--- src/rtl/color_window_classifier_top_defines.svh ---
// ----------------------------------------------------------------------------
// color_window_classifier_top_defines
// Assertion macros for the color window classifier top level.
// ----------------------------------------------------------------------------
`ifndef COLOR_WINDOW_CLASSIFIER_TOP_DEFINES_SVH
`define COLOR_WINDOW_CLASSIFIER_TOP_DEFINES_SVH

`ifndef ASSERT_OFF

// same-cycle implication
`define CWC_ASSERT_IMP(label, clk, rst, ante, cons, msg) \
   label: assert property (@(posedge clk) disable iff (rst) (ante) |-> (cons)) \
      else $error(msg);

// next-cycle implication
`define CWC_ASSERT_NXT(label, clk, rst, ante, cons, msg) \
   label: assert property (@(posedge clk) disable iff (rst) (ante) |=> (cons)) \
      else $error(msg);

`else

`define CWC_ASSERT_IMP(label, clk, rst, ante, cons, msg)
`define CWC_ASSERT_NXT(label, clk, rst, ante, cons, msg)

`endif

`endif

--- src/rtl/cwc_pkg.sv ---
// ----------------------------------------------------------------------------
// cwc_pkg
// Types and constants of the color window classifier.
// ----------------------------------------------------------------------------
`default_nettype none

package cwc_pkg;

   localparam int FIELD_BITS   = 16;
   localparam int FIGURE_BITS  = 32;
   localparam int COUNT_BITS   = 8;
   localparam int CSR_IDX_BITS = 3;

   // figure = (red*65536 + green*256 + blue) / clear / 10
   localparam int RED_SHIFT    = 16;
   localparam int GREEN_SHIFT  = 8;
   localparam int FIGURE_SCALE = 10;

   localparam int NUM_CLASSES = 4;

   localparam logic [2:0] CLASS_RED    = 3'd0;
   localparam logic [2:0] CLASS_GREEN  = 3'd1;
   localparam logic [2:0] CLASS_BLUE   = 3'd2;
   localparam logic [2:0] CLASS_PURPLE = 3'd3;
   localparam logic [2:0] CLASS_NONE   = 3'd4;

   localparam logic OP_CLASSIFY = 1'b0;
   localparam logic OP_CLEAR    = 1'b1;

   localparam logic [CSR_IDX_BITS-1:0] REG_CENTRE_RED    = 3'd0;
   localparam logic [CSR_IDX_BITS-1:0] REG_CENTRE_GREEN  = 3'd1;
   localparam logic [CSR_IDX_BITS-1:0] REG_CENTRE_BLUE   = 3'd2;
   localparam logic [CSR_IDX_BITS-1:0] REG_CENTRE_PURPLE = 3'd3;
   localparam logic [CSR_IDX_BITS-1:0] REG_HALF_WIDTH    = 3'd4;

   typedef struct packed {
      logic                  op;
      logic [FIELD_BITS-1:0] clear_level;
      logic [FIELD_BITS-1:0] red_level;
      logic [FIELD_BITS-1:0] green_level;
      logic [FIELD_BITS-1:0] blue_level;
   } req_type;

   typedef struct packed {
      logic [FIGURE_BITS-1:0] colour_figure;
      logic [2:0]             class_code;
      logic                   divide_by_zero;
      logic [COUNT_BITS-1:0]  count_red;
      logic [COUNT_BITS-1:0]  count_green;
      logic [COUNT_BITS-1:0]  count_blue;
      logic [COUNT_BITS-1:0]  count_purple;
      logic [COUNT_BITS-1:0]  count_sum;
   } rsp_type;

   typedef enum logic [3:0] {
      ST_IDLE  = 4'b0001,
      ST_DIV   = 4'b0010,
      ST_MATCH = 4'b0100,
      ST_EMIT  = 4'b1000
   } state_type;

endpackage

`default_nettype wire

--- src/rtl/cwc_divider.sv ---
// ----------------------------------------------------------------------------
// cwc_divider
// Radix-2 restoring divider, one quotient bit per cycle.
// ----------------------------------------------------------------------------
`default_nettype none

module cwc_divider
   import cwc_pkg::*;
#(
   parameter int NUM_W = 33,
   parameter int DEN_W = 20
) (
   input  wire logic             clock,
   input  wire logic             reset,
   input  wire logic             start,
   input  wire logic [NUM_W-1:0] numerator,
   input  wire logic [DEN_W-1:0] denominator,
   output logic                  done,
   output logic [NUM_W-1:0]      quotient
);

   localparam int CNT_W = $clog2(NUM_W);
   localparam logic [CNT_W-1:0] LAST_STEP = CNT_W'(NUM_W - 1);

   logic             running_ff, running_in;
   logic             done_ff, done_in;
   logic [CNT_W-1:0] count_ff, count_in;
   logic [DEN_W-1:0] rem_ff, rem_in;
   logic [DEN_W-1:0] den_ff, den_in;
   logic [NUM_W-1:0] quo_ff, quo_in;
   logic [DEN_W:0]   trial;
   logic [DEN_W:0]   diff;
   logic             fits;

   // shift in the next numerator bit and try the subtract
   assign trial = {rem_ff, quo_ff[NUM_W-1]};
   assign diff  = trial - {1'b0, den_ff};
   assign fits  = trial >= {1'b0, den_ff};

   always_comb begin
      running_in = running_ff;
      done_in    = 1'b0;
      count_in   = count_ff;
      rem_in     = rem_ff;
      den_in     = den_ff;
      quo_in     = quo_ff;
      if (start) begin
         running_in = 1'b1;
         count_in   = '0;
         rem_in     = '0;
         den_in     = denominator;
         quo_in     = numerator;
      end else if (running_ff) begin
         rem_in   = fits ? diff[DEN_W-1:0] : trial[DEN_W-1:0];
         quo_in   = {quo_ff[NUM_W-2:0], fits};
         count_in = count_ff + CNT_W'(1);
         if (count_ff == LAST_STEP) begin
            running_in = 1'b0;
            done_in    = 1'b1;
         end
      end
   end

   always_ff @(posedge clock) begin
      if (reset) begin
         running_ff <= 1'b0;
         done_ff    <= 1'b0;
         count_ff   <= '0;
      end else begin
         running_ff <= running_in;
         done_ff    <= done_in;
         count_ff   <= count_in;
      end
      rem_ff <= rem_in;
      den_ff <= den_in;
      quo_ff <= quo_in;
   end

   assign done     = done_ff;
   assign quotient = quo_ff;

endmodule

`default_nettype wire

--- src/rtl/cwc_window_match.sv ---
// ----------------------------------------------------------------------------
// cwc_window_match
// Tests one figure against one window centre and the shared half-width.
// ----------------------------------------------------------------------------
`default_nettype none

module cwc_window_match
   import cwc_pkg::*;
(
   input  wire logic [FIGURE_BITS-1:0] figure,
   input  wire logic [FIGURE_BITS-1:0] centre,
   input  wire logic [FIGURE_BITS-1:0] half_width,
   output logic                        hit
);

   logic [FIGURE_BITS-1:0] distance;

   // |figure - centre| <= half_width is the same as the clamped window test
   assign distance = (figure >= centre) ? (figure - centre) : (centre - figure);
   assign hit      = distance <= half_width;

endmodule

`default_nettype wire

--- src/rtl/color_window_classifier_top.sv ---
// ----------------------------------------------------------------------------
// color_window_classifier_top
// Colour figure from a four-channel light reading, window classification
// and per-class tallies.
// ----------------------------------------------------------------------------
//  channel | ports                                | direction
//  --------+--------------------------------------+----------
//  req     | req_valid, req_ready, req_data       | in
//  rsp     | rsp_valid, rsp_ready, rsp_data       | out
//  csr     | csr_valid, csr_ready, csr_index/data | in
//
//  Classify with nonzero clear: accept, the bit-serial divider, one to four
//  window compares through the one window unit, then the result load.
//  Clear op or zero clear reading: accept, then the result load.
//  req_ready is high only while idle; a result held in the output register
//  does not block the next accept, only the next result load.
//  Reset clears tallies, window registers and control; no clearing pass.
// ----------------------------------------------------------------------------
`default_nettype none
`include "color_window_classifier_top_defines.svh"

module color_window_classifier_top
   import cwc_pkg::*;
#(
   parameter int CHANNEL_BITS = 16,
   parameter int TALLY_BITS   = 8
) (
   input  wire logic                    clock,
   input  wire logic                    reset,
   input  wire logic                    req_valid,
   output logic                         req_ready,
   input  wire req_type                 req_data,
   output logic                         rsp_valid,
   input  wire logic                    rsp_ready,
   output rsp_type                      rsp_data,
   input  wire logic                    csr_valid,
   output logic                         csr_ready,
   input  wire logic [CSR_IDX_BITS-1:0] csr_index,
   input  wire logic [FIGURE_BITS-1:0]  csr_data
);

   localparam int NUM_W = CHANNEL_BITS + RED_SHIFT + 1;
   localparam int DEN_W = CHANNEL_BITS + 4;

   state_type              state_ff, state_in;
   logic                   op_ff, op_in;
   logic                   dz_ff, dz_in;
   logic [FIGURE_BITS-1:0] fig_ff, fig_in;
   logic [2:0]             class_ff, class_in;
   logic [1:0]             win_ff, win_in;
   logic [FIGURE_BITS-1:0] centre_ff [NUM_CLASSES];
   logic [FIGURE_BITS-1:0] half_width_ff;
   logic [TALLY_BITS-1:0]  tally_ff [NUM_CLASSES];
   logic [TALLY_BITS-1:0]  tally_in [NUM_CLASSES];
   rsp_type                rsp_ff, rsp_in;
   logic                   rsp_valid_ff, rsp_valid_in;

   logic                    req_fire;
   logic                    load_rsp;
   logic                    div_start;
   logic                    div_done;
   logic [NUM_W-1:0]        div_quotient;
   logic [NUM_W-1:0]        numerator;
   logic [DEN_W-1:0]        denominator;
   logic [CHANNEL_BITS-1:0] clr, red, green, blue;
   logic                    clr_zero;
   logic                    win_hit;
   logic [COUNT_BITS-1:0]   cnt [NUM_CLASSES];
   logic                    rsp_dz;
   logic                    rsp_empty;

   assign req_ready = (state_ff == ST_IDLE);
   assign req_fire  = req_valid && req_ready;
   assign csr_ready = 1'b1;

   // bits above CHANNEL_BITS are ignored
   assign clr   = req_data.clear_level[CHANNEL_BITS-1:0];
   assign red   = req_data.red_level[CHANNEL_BITS-1:0];
   assign green = req_data.green_level[CHANNEL_BITS-1:0];
   assign blue  = req_data.blue_level[CHANNEL_BITS-1:0];
   assign clr_zero = (clr == '0);

   assign numerator = (NUM_W'(red) << RED_SHIFT) + (NUM_W'(green) << GREEN_SHIFT)
                      + NUM_W'(blue);
   // floor(floor(n / c) / 10) == floor(n / (10 * c)): one pass of the divider
   assign denominator = DEN_W'(clr) * DEN_W'(FIGURE_SCALE);

   assign div_start = req_fire && (req_data.op == OP_CLASSIFY) && !clr_zero;

   cwc_divider #(
      .NUM_W (NUM_W),
      .DEN_W (DEN_W)
   ) u_divider (
      .clock       (clock),
      .reset       (reset),
      .start       (div_start),
      .numerator   (numerator),
      .denominator (denominator),
      .done        (div_done),
      .quotient    (div_quotient)
   );

   cwc_window_match u_window (
      .figure     (fig_ff),
      .centre     (centre_ff[win_ff]),
      .half_width (half_width_ff),
      .hit        (win_hit)
   );

   assign load_rsp = (state_ff == ST_EMIT) && (!rsp_valid_ff || rsp_ready);

   always_comb begin
      state_in = state_ff;
      op_in    = op_ff;
      dz_in    = dz_ff;
      fig_in   = fig_ff;
      class_in = class_ff;
      win_in   = win_ff;
      case (state_ff)
         ST_IDLE: begin
            if (req_fire) begin
               op_in    = req_data.op;
               dz_in    = (req_data.op == OP_CLASSIFY) && clr_zero;
               fig_in   = '0;
               class_in = CLASS_NONE;
               win_in   = '0;
               state_in = div_start ? ST_DIV : ST_EMIT;
            end
         end
         ST_DIV: begin
            if (div_done) begin
               fig_in   = FIGURE_BITS'(div_quotient);
               state_in = ST_MATCH;
            end
         end
         ST_MATCH: begin
            // first window that holds the figure wins
            if (win_hit) begin
               class_in = {1'b0, win_ff};
               state_in = ST_EMIT;
            end else if (win_ff == 2'(NUM_CLASSES - 1)) begin
               class_in = CLASS_NONE;
               state_in = ST_EMIT;
            end else begin
               win_in = win_ff + 2'd1;
            end
         end
         ST_EMIT: begin
            if (load_rsp) begin
               state_in = ST_IDLE;
            end
         end
         default: begin
            state_in = ST_IDLE;
         end
      endcase
   end

   always_comb begin
      for (int i = 0; i < NUM_CLASSES; i++) begin
         tally_in[i] = tally_ff[i];
         if (load_rsp) begin
            if (op_ff == OP_CLEAR) begin
               tally_in[i] = '0;
            end else if (class_ff == 3'(i)) begin
               tally_in[i] = tally_ff[i] + TALLY_BITS'(1);
            end
         end
         cnt[i] = COUNT_BITS'(tally_in[i]);
      end
   end

   always_comb begin
      rsp_in       = rsp_ff;
      rsp_valid_in = rsp_valid_ff;
      if (rsp_ready) begin
         rsp_valid_in = 1'b0;
      end
      if (load_rsp) begin
         rsp_valid_in          = 1'b1;
         rsp_in.colour_figure  = fig_ff;
         rsp_in.class_code     = class_ff;
         rsp_in.divide_by_zero = dz_ff;
         rsp_in.count_red      = cnt[CLASS_RED[1:0]];
         rsp_in.count_green    = cnt[CLASS_GREEN[1:0]];
         rsp_in.count_blue     = cnt[CLASS_BLUE[1:0]];
         rsp_in.count_purple   = cnt[CLASS_PURPLE[1:0]];
         rsp_in.count_sum      = COUNT_BITS'(cnt[0] + cnt[1] + cnt[2] + cnt[3]);
      end
   end

   always_ff @(posedge clock) begin
      if (reset) begin
         state_ff      <= ST_IDLE;
         rsp_valid_ff  <= 1'b0;
         half_width_ff <= '0;
         for (int i = 0; i < NUM_CLASSES; i++) begin
            tally_ff[i]  <= '0;
            centre_ff[i] <= '0;
         end
      end else begin
         state_ff     <= state_in;
         rsp_valid_ff <= rsp_valid_in;
         for (int i = 0; i < NUM_CLASSES; i++) begin
            tally_ff[i] <= tally_in[i];
         end
         if (csr_valid && csr_ready) begin
            case (csr_index)
               REG_CENTRE_RED:    centre_ff[0] <= csr_data;
               REG_CENTRE_GREEN:  centre_ff[1] <= csr_data;
               REG_CENTRE_BLUE:   centre_ff[2] <= csr_data;
               REG_CENTRE_PURPLE: centre_ff[3] <= csr_data;
               REG_HALF_WIDTH:    half_width_ff <= csr_data;
               default: begin
               end
            endcase
         end
      end
      op_ff    <= op_in;
      dz_ff    <= dz_in;
      fig_ff   <= fig_in;
      class_ff <= class_in;
      win_ff   <= win_in;
      rsp_ff   <= rsp_in;
   end

   assign rsp_valid = rsp_valid_ff;
   assign rsp_data  = rsp_ff;

   assign rsp_dz    = rsp_valid && rsp_data.divide_by_zero;
   assign rsp_empty = (rsp_data.class_code == CLASS_NONE) && (rsp_data.colour_figure == '0);

   `CWC_ASSERT_NXT(a_start_div, clock, reset, div_start, state_ff == ST_DIV, "divide not started")
   `CWC_ASSERT_IMP(a_done_in_div, clock, reset, div_done, state_ff == ST_DIV, "stray divide done")
   `CWC_ASSERT_IMP(a_dz_result, clock, reset, rsp_dz, rsp_empty, "zero clear result not empty")
   `CWC_ASSERT_IMP(a_load_room, clock, reset, load_rsp && rsp_valid_ff, rsp_ready, "lost result")

endmodule

`default_nettype wire

--- config.mk ---
export PLATFORM = sky130hd
export DESIGN_NAME = color_window_classifier_top
export DESIGN_NICKNAME = d
export VERILOG_FILES = /design/src/rtl/cwc_pkg.sv /design/src/rtl/cwc_divider.sv /design/src/rtl/cwc_window_match.sv /design/src/rtl/color_window_classifier_top.sv
export VERILOG_INCLUDE_DIRS = /design/src /design/src/rtl
export SDC_FILE = /design/constraint.sdc
export NUM_CORES = 1
export LEC_CHECK = 0
export ABC_AREA = 1
export BUFFER_PORTS_ARGS = -buffer_cell sky130_fd_sc_hd__buf_2
export CAP_MARGIN = 40
export CORE_ASPECT_RATIO = 0.8
export CORE_MARGIN = 2
export CORE_UTILIZATION = 34
export DETAILED_ROUTE_END_ITERATION = 8
export HOLD_SLACK_MARGIN = 0.02
export PLACE_DENSITY_LB_ADDON = 0.2
export SYNTH_ARGS = -nofsm -noshare
export SYNTH_HDL_FRONTEND = slang
export SYNTH_SLANG_ARGS = --single-unit
--- constraint.sdc ---
create_clock -name clock -period 4.8 [get_ports clock]
set_clock_uncertainty 0.15 [all_clocks]
set_input_delay 0.72 -clock clock [delete_from_list [all_inputs] [get_ports clock]]
set_output_delay 0.72 -clock clock [all_outputs]
set_load 0.03 [all_outputs]
==> results.md <==
- Status: finished, final reports clean
- Standard-cell rows: just under 90
- Vias per cell: ~4.9
- HP Start: req_data[48]
- Pwr per Cell Area: about 620 mW/mm²
- Io pins: roughly 180
- Drt first pass iters: 5
- Initial DRC Count: 1522
- Post-synth cell types: 57
- Avg Inst Size Synth: roughly 8 µm²
- CTS tree: yes
- GR Util All Layers: 0.204
- EDFF count, synth: 295
- Die W: just over 300 µm
- First-pass GRT wire length: ~120 mm
- Largest net degree at the start of global routing: 43
- Final WL: between 70 and 80 mm
- Placed cell count: about 4300
- DRC: 0
- Final net count: 3746
- CP required: slightly below 5 ns
- Clock transition at path regs: approximately 0.060 ns
- Min cycle time layout: ~4.6 ns
- Tcrit/Tclk final: 0.958
- Die Ht: approximately 240 µm
- # H-tree levels: 2
- Vias in the first global route: ~20000
- CP arrival: about 4.7 ns
- Primary FF master, synth: edfxtp_1
- Global route overflow: 0
- Buffers on Ports: roughly 180
- Lkg Pwr: between 0.01 and 0.015 µW
- Setup TNS: 0 ns
- Final Instance Count excl. Fillers: around 4400
- CP max FO: 6
- Total core area: roughly 0.072 mm²
- P&R area growth vs syn: 24.5%
- Routed wire per std cell: about 18 µm
- Max Cap Viol: 0
- Critical Path Max Stage Delay: between 0.4 and 0.5 ns
- Share of cells above drive strength 1: 0.191
- Register area share after synthesis: 0.441
- Worst Hold Class: input port to flip-flop
- Worst path slowest cell: dfxtp_4
- Cell mode on critical path: nand2_1
- Worst skew pair latency: 0.61 ns
- Clock buffer depth: 3
- FMAX: 217 MHz
- Hold_buf cts: 0
- Multi-input logic area: 0.0125 mm²
- Dpl ws: -0.0216 ns
- RD Place Congestion: slightly below 1
- Post-Syn Area: around 0.025 mm²
- Critical Path Source Type: flip-flop
- Pins Over Slew Limit: 0
- Worst slew pin tran: between 0.8 and 0.9 ns
- Initial Utilization: 0.342
- Slew HR: 0.432
- HPWL reported at the end of detailed placement: 59.9 mm
- YS warnings: 0
- Final Hold Viols: 0
- Mapped Cells: 3079
- Clock root cell: clkbuf_16
- Setup crit end kind: flip-flop
- Crit Path Category: flip-flop to flip-flop
- Number of diodes: 0
- Peak supply drop: between 200 and 300 µV
- Final Setup Violations: 0
- Synth async-reset ratio: 0
- Register bit total from synthesis: slightly below 400
- Reg area: ~0.011 mm²
- Filler cells: 7253
- Antenna violations before repair: 6
- Post-route ant nets: 0
- Full die area: around 0.075 mm²
- CTS Sinks: between 300 and 400
- Cts bufs inserted: 43
- Via count: about 21000
- Worst Slack Setup Final: just over 0.2 ns
- Syn_nets: around 3400
-- area by class of cell --
cell class | count | share of cell area
Clock buffer | 58 | 0.0386
Clock inverter | 22 | 0.0100
Inverter | 473 | 0.0587
Multi-Input combinational cell | 2136 | 0.407
Sequential cell | 394 | 0.354
Tap cell | 945 | 0.0386
Timing Repair Buffer | 402 | 0.0934
-- per-layer routing --
metal | global-route usage | vias up | share of wire
met1 | 0.302 | 10000 | 0.50
met3 | 0.0374 | 88 | 0.062
met4 | 0.0454 | 0 | 0.020
li1 | - | 10900 | -
met2 | 0.306 | 540 | 0.42
met5 | 0 | - | 0
-- critical path, delay by kind of cell (launching register included) --
| kind | cells | cell delay, ns |
|---|---|---|
| AND/OR/NAND/NOR | 17 | 1.61 |
| flip-flops | 1 | 0.47 |
| AO/OA/AOI/OAI | 3 | 0.71 |
| buffers and inverters | 6 | 0.71 |
| adder cells (fa/ha/maj) | 2 | 0.60 |
-- logic make-up (layout without fill, tap and decap cells) --
| family | Yosys count | count (layout) | share of synthesized area |
|---|---|---|---|
| and+or+nand+nor | 1427 | 1427 | 0.245 |
| buffers and inverters | 549 | 955 | 0.0861 |
| AOI/OAI and AO/OA | 449 | 449 | 0.101 |
| DFF | 394 | 394 | 0.441 |
| adders and majority gates | 191 | 191 | 0.103 |
| xor gates and xnor gates | 68 | 68 | 0.0242 |
| other | 1 | 1 | 0.000152 |
-- path summary, 6_finish.rpt --
kind	endpoint	depth (start not counted)	slack [ns]
setup reg to reg	win_ff[0]	28	0.20
hold / removal	u_divider.den_ff[1]	1	0.22
setup / recovery	win_ff[0]	28	0.20
hold reg to reg	u_divider.rem_ff[10]	2	0.32
-- registers in the layout, summed over array words and instances, names as in the netlist, 6 cells and up, named ones only --
signal / flops
centre_ff: 128
rsp_data: 76
u_divider.quotient: 33
fig_ff: 32
half_width_ff: 32
tally_ff: 32
u_divider.rem_ff: 20
u_divider.den_ff: 19
u_divider.count_ff: 6
-- cells in the final DEF (no fill, tap or decap), types with 40 or more instances in the layout --
master	instances
nor2_1	339
nand3_1	145
xor2_1	49
ha_1	144
buf_2	182
o21ai_0	112
a21oi_1	201
nor3_1	46
edfxtp_1	295
clkbuf_16	48
buf_4	195
nand2_1	715
nand2_2	40
inv_1	451
dfxtp_1	98
-- through the flow --
step | instance area [µm²] | hold WS [ns] | utilization | power (µW)
floorplan | 24600 | 0.250 | - | 10000
global placement | 28000 | 0.302 | 0.390 | 14000
detailed placement | 28000 | 0.304 | 0.390 | 14000
CTS | 29600 | 0.199 | 0.412 | 17600
global route | 30600 | 0.206 | 0.426 | 20300
finish | 30600 | 0.221 | 0.426 | 19000
-- Yosys cell counts (3+ instances only) --
| cell | count | area, µm² |
|---|---|---|
| buf_4 | 4 | 30.0 |
| inv_1 | 457 | 1720 |
| ha_1 | 172 | 2150 |
| nor3_2 | 3 | 30.0 |
| o21a_1 | 3 | 22.5 |
| nor2_4 | 5 | 56.3 |
| o21ai_0 | 129 | 646 |
| nor4_1 | 23 | 144 |
| nor2_2 | 5 | 31.3 |
| o21bai_1 | 11 | 82.6 |
| fa_1 | 19 | 380 |
| nand2_1 | 753 | 2830 |
| xnor2_1 | 19 | 166 |
| a32oi_1 | 31 | 272 |
| nand3b_1 | 16 | 120 |
| clkbuf_1 | 54 | 203 |
| nand2_2 | 7 | 43.8 |
| inv_2 | 12 | 45.0 |
| dfxtp_1 | 99 | 1980 |
| nand3_2 | 3 | 30.0 |
| nor3_1 | 55 | 275 |
| edfxtp_1 | 295 | 8860 |
| a31oi_1 | 4 | 25.0 |
| o22ai_1 | 4 | 25.0 |
| a21oi_1 | 223 | 1120 |
| buf_2 | 11 | 55.1 |
| buf_6 | 3 | 33.8 |
| o21ai_1 | 21 | 105 |
| xor2_1 | 49 | 429 |
| nor2_1 | 361 | 1360 |
| a21o_1 | 10 | 75.1 |
| nand3_1 | 148 | 741 |
| nand4_1 | 33 | 206 |
| buf_1 | 4 | 15.0 |
-- where the power goes --
part           leakage (µW)  switching, µW  internal (µW)  total, µW
Sequential          0.00360            231           4080       4310
Clock              0.000724           1440           2070       3510
Combinational       0.00982           6640           4510      11100
-- repair_timing --
action / 4_1_cts / 5_1_grt
gates resized for setup: 9 / 202
endpoints found under the setup margin: 6 / 14
pin swaps: 1 / 28
buffers inserted: 0 / 8
cloned: 1 / 5
Note: power is estimated with default switching activity, not from simulation.
